`src/design/lprc_pkg.sv`:
```
// Shared types and constants for the learning progress region chooser.
package lprc_pkg;

  // Controller states.
  typedef enum logic [3:0] {
    ST_IDLE,
    ST_NORM,
    ST_WRITE,
    ST_READ,
    ST_SUM,
    ST_LAUNCH,
    ST_DIV,
    ST_DIFF,
    ST_SCAN,
    ST_DONE
  } lprc_state_t;

  // Commands from the controller to the datapath.
  typedef struct packed {
    logic load;
    logic norm_start;
    logic ring_write;
    logic sum_clear;
    logic rd_step;
    logic acc_step;
    logic div_start;
    logic diff_store;
    logic scan_clear;
    logic scan_step;
    logic out_fire;
  } lprc_cmd_t;

  // Status from the datapath to the controller.
  typedef struct packed {
    logic norm_done;
    logic rd_last;
    logic div_done;
    logic scan_last;
    logic region_ok;
  } lprc_sts_t;

  localparam logic signed [31:0] MINUS_ONE_Q16 = -32'sd65536;

endpackage

```
`src/design/lprc_ctrl.sv`:
```
// Controller state machine sequencing one transaction.
module lprc_ctrl (
  input  logic                clk,
  input  logic                rst_n,
  input  logic                start,
  output logic                busy,
  output lprc_pkg::lprc_cmd_t cmd,
  input  lprc_pkg::lprc_sts_t sts
);

  import lprc_pkg::*;

  lprc_state_t state_r, state_nxt;
  logic        div_phase_r, div_phase_nxt;

  assign busy = (state_r != ST_IDLE);

  // Next state and command decode.
  always_comb begin
    state_nxt     = state_r;
    div_phase_nxt = div_phase_r;
    cmd           = '0;
    case (state_r)
      ST_IDLE: begin
        if (start) begin
          cmd.load   = 1'b1;
          state_nxt  = ST_NORM;
        end
      end
      ST_NORM: begin
        if (!sts.region_ok) begin
          cmd.scan_clear = 1'b1;
          state_nxt      = ST_SCAN;
        end else begin
          cmd.norm_start = 1'b1;
          state_nxt      = ST_WRITE;
        end
      end
      ST_WRITE: begin
        if (sts.norm_done) begin
          cmd.ring_write = 1'b1;
          cmd.sum_clear  = 1'b1;
          state_nxt      = ST_READ;
        end
      end
      ST_READ: begin
        // Address is presented; data arrives next cycle.
        cmd.rd_step = 1'b1;
        state_nxt   = ST_SUM;
      end
      ST_SUM: begin
        cmd.acc_step = 1'b1;
        cmd.rd_step  = 1'b1;
        if (sts.rd_last) begin
          state_nxt = ST_LAUNCH;
        end
      end
      ST_LAUNCH: begin
        // Both sums are complete here, so the first division can start.
        cmd.div_start = 1'b1;
        div_phase_nxt = 1'b0;
        state_nxt     = ST_DIV;
      end
      ST_DIV: begin
        if (sts.div_done) begin
          if (!div_phase_r) begin
            cmd.div_start = 1'b1;
            div_phase_nxt = 1'b1;
          end else begin
            state_nxt = ST_DIFF;
          end
        end
      end
      ST_DIFF: begin
        cmd.diff_store = 1'b1;
        cmd.scan_clear = 1'b1;
        state_nxt      = ST_SCAN;
      end
      ST_SCAN: begin
        cmd.scan_step = 1'b1;
        if (sts.scan_last) begin
          state_nxt = ST_DONE;
        end
      end
      ST_DONE: begin
        cmd.out_fire = 1'b1;
        state_nxt    = ST_IDLE;
      end
      default: state_nxt = ST_IDLE;
    endcase
  end

  always_ff @(posedge clk) begin
    if (!rst_n) begin
      state_r     <= ST_IDLE;
      div_phase_r <= 1'b0;
    end else begin
      state_r     <= state_nxt;
      div_phase_r <= div_phase_nxt;
    end
  end

`ifndef NO_ASSERTIONS
  // A result strobe always closes a busy period.
  a_fire_ends: assert property (@(posedge clk) disable iff (!rst_n)
    cmd.out_fire |=> !busy) else $error("out_fire did not end transaction");
  // Loading only happens from idle.
  a_load_idle: assert property (@(posedge clk) disable iff (!rst_n)
    cmd.load |-> state_r == ST_IDLE) else $error("load outside idle");
  // The scan is always prepared before it steps.
  a_scan_clr: assert property (@(posedge clk) disable iff (!rst_n)
    cmd.scan_clear |=> state_r == ST_SCAN) else $error("scan_clear misplaced");
`endif

endmodule

```
`config.mk`:
```
export PLATFORM = sky130hd
export DESIGN_NAME = lprc_ctrl
export DESIGN_NICKNAME = d
export VERILOG_FILES = /design/src/design/lprc_pkg.sv /design/src/design/lprc_ctrl.sv
export SDC_FILE = /design/constraint.sdc
export NUM_CORES = 1
export LEC_CHECK = 0
export BUFFER_PORTS_ARGS = -buffer_cell sky130_fd_sc_hd__buf_2
export CAP_MARGIN = 20
export CORE_AREA = 3 3 40 42
export CTS_CLUSTER_SIZE = 14
export DETAILED_ROUTE_END_ITERATION = 16
export DIE_AREA = 0 0 43 45
export MAX_ROUTING_LAYER = met4
export PLACE_DENSITY = 0.63
export SLEW_MARGIN = 20
export SYNTH_ARGS = -nofsm -noshare
export SYNTH_HDL_FRONTEND = slang
export SYNTH_SLANG_ARGS = --single-unit
```
`constraint.sdc`:
```
create_clock -name clk -period 2 [get_ports clk]
set_clock_uncertainty 0.15 [all_clocks]
set_input_delay 0.1 -clock clk [delete_from_list [all_inputs] [get_ports clk]]
set_output_delay 0.1 -clock clk [all_outputs]
set_load 0.005 [all_outputs]
```
==> summary.md <==
| Metric | Value |
|---|---|
| Syn Nets | 63 |
| Startpoint Class | register |
| Wire length per cell | approximately 11 um |
| Vias/cell | 5.15 |
| Hold Slack | 0.0427 ns |
| CTS buffer count | 3 |
| Detailed placement HPWL | 748 um |
| Final min period | 1.76 ns |
| Chip Height | 45 um |
| Crit-path max cell delay | 0.43 ns |
| Total gr overflow | 0 |
| Routability congestion estimate | 0.756 |
| DR iter-0 viols | 5 |
| Top post-synthesis cells by area | dfxtp_1 25%, nor2_1 6.5%, nand2b_1 6.2% |
| Yosys top cell area share | 0.246 |
| Most frequent cell after synthesis | nor2_1 |
| Synthesized area per cell | ~7.4 sq um |
| I/O pins | 20 |
| Area of the die | 0.00194 sq mm |
| Hold Vio Cnt, Final | 0 |
| CTS Sinks | 5 |
| Hold WC Path Type | in -> reg |
| Routed vias | 458 |
| Layout cell share with drive strength beyond 1 | 0.338 |
| Final WL | 972 um |
| Pwr Density | 665 mW/mm^2 |
| Clk slew on worst S/H paths | 0.04 ns |
| Measured slew at the worst slew-check pin | ~0.41 ns |
| Critical Path Fanout Max | 14 |
| Fin crit share | 0.880 |
| Setup Viol. Count Final | 0 |
| RSZ-0062 raised after global routing | false |
| List of most frequent post-synthesis cells | 7 x nor2_1, 5 x dfxtp_1, 4 x nand2_1, 4 x nand2b_1, 4 x nor3_1 |
| Slew Limit Fails | 0 |
| Layout Nets | 83 |
| Clock Path Buffers | 2 |
| Maximum vdd drop | 189 uV |
| Initial antenna violation count | 0 |
| Buffers added on ports | 19 |
| # DRC | 0 |
| Initial Utilization | 0.316 |
| Critical Path, Cell by Cell | or3_1, a211oi_2, buf_2 |
| Clk Latency, worst-skew pair | about 0.24 ns |
| Routed Antenna Nets | 0 |
| EDFF count, synth | 0 |
| Cell Area, Placed | 490 sq um |
| Crit-path slowest cell | or3_1 |
| Yosys top cell by area | dfxtp_1 |
| Placed insts | 84 |
| Post-route cell area | between 500 and 600 sq um |
| Ys async rst share | 0 |
| First-pass GRT wire length | 1.61 mm |
| Number of global-route vias before repair | 383 |
| Postcts setup bufs | 0 |
| Die Wd | between 40 and 50 um |
| Instance count of the mapped netlist | 55 |
| Core ar. | between 0.001 and 0.0015 sq mm |
| Relative slew slack | 0.727 |
| Req. time, crit path | 1.75 ns |
| Crit Path Category | reg -> out |
| Setup crit end kind | output port |
| Fmax | 568 MHz |
| Clock Tree Root | clkbuf_4 |
| Synth Cell Area | ~410 sq um |
| Register area share after synthesis | 0.246 |
| Synth unique cells | 29 |
| Pleak | between 0.2 and 0.25 nW |
| #FFs+latches synth | 5 |
| Largest net degree at the start of global routing | 15 |
| Setup TNS Final | 0 ns |
| Fillers | 141 |
| Area grow syn2layout | 29.5% |
| Max-cap violation count | 0 |
| Most used DFF post-synth | dfxtp_1 |
| Outcome | completed |
| Arr. time, crit path | ~1.5 ns |
| # rows | 13 |
| Htree depth | 1 |
| GRT Util Overall | 0.115 |
| CTS tree | built |
| Fin cells | 89 |
| Pre-antenna DRT Iters | 4 |
| Antenna cells | 0 |
| Yosys warns | 0 |
| Final core utilization | 0.410 |
-- cells by family after synthesis --
kind of cell           Yosys count  share of synthesized area
AND/OR/NAND/NOR                 29                      0.394
AO/OA/AOI/OAI                   12                      0.209
multiplexers                     1                     0.0277
buffers and inverters            7                      0.102
XOR/XNOR                         1                     0.0215
flip-flops                       5                      0.246
-- flip-flops by register name (all words and copies together) (netlist names) --
signal and flops:
div_phase_r 1, state_r 4
-- report_power, final --
group          switching (mW)  internal [mW]  total (mW)
logic                  0.0494         0.0528       0.102
clock network          0.0409         0.0754       0.116
registers              0.0232          0.109       0.132
total                   0.114          0.237       0.351
-- layer usage --
metal  vias up  wire length (um)  GRT usage  part of all wire
met1       200               451      0.147              0.46
met3         2                92     0.0239             0.095
met2        21               411      0.156              0.42
met5         -                 0          -                 0
li1        235                 -          -                 -
met4         0                16     0.0904             0.016
-- cells in the final DEF, fill, tap and decap left out, types with 2 or more instances in the layout --
| master | instances |
|---|---|
| buf_2 | 19 |
| nor2_1 | 7 |
| dfxtp_1 | 5 |
| nand2b_1 | 4 |
| nor3_1 | 4 |
| nand2_1 | 4 |
| o21ai_0 | 3 |
| clkbuf_4 | 3 |
| nor2b_1 | 2 |
| and3_1 | 2 |
| a31oi_1 | 2 |
-- worst paths after layout --
check | slack (ns) | cells after the start | from | endpoint
hold reg to reg | 0.41 | 2 | div_phase_r | div_phase_r
setup / recovery | 0.24 | 3 | state_r[2] | cmd[2]
hold / removal | 0.04 | 3 | sts[0] | state_r[1]
setup reg to reg | 0.41 | 3 | state_r[1] | state_r[0]
-- area by class of cell --
class	count	area (sq um)	area share
inverter	1	3.75	0.00713
clock buffer	4	26.3	0.0499
timing repair buffer	21	113	0.214
tap	15	18.8	0.0356
sequential	5	100	0.190
multi-input combinational	43	265	0.504
-- worst max-delay path: cells and delay by family (launching register included) --
family | cells | cell delay [ns]
and+or+nand+nor | 1 | 0.43
DFF | 1 | 0.42
AOI/OAI and AO/OA | 1 | 0.27
buffers and inverters | 1 | 0.15
-- timing repair --
action	in CTS	in global routing
hold buffers	1	0
gates resized for setup	0	0
setup endpoints to repair	0	0
endpoints found under the hold margin	2	0
-- stage by stage --
stage          power, mW  worst slack, ns
3_5_place_dp       0.235            0.416
4_1_cts            0.356            0.218
6_report           0.351            0.239
5_1_grt            0.380            0.119
2_1_floorplan      0.201            0.611
3_3_place_gp       0.236            0.456
Note: power is estimated with default switching activity, not from simulation.
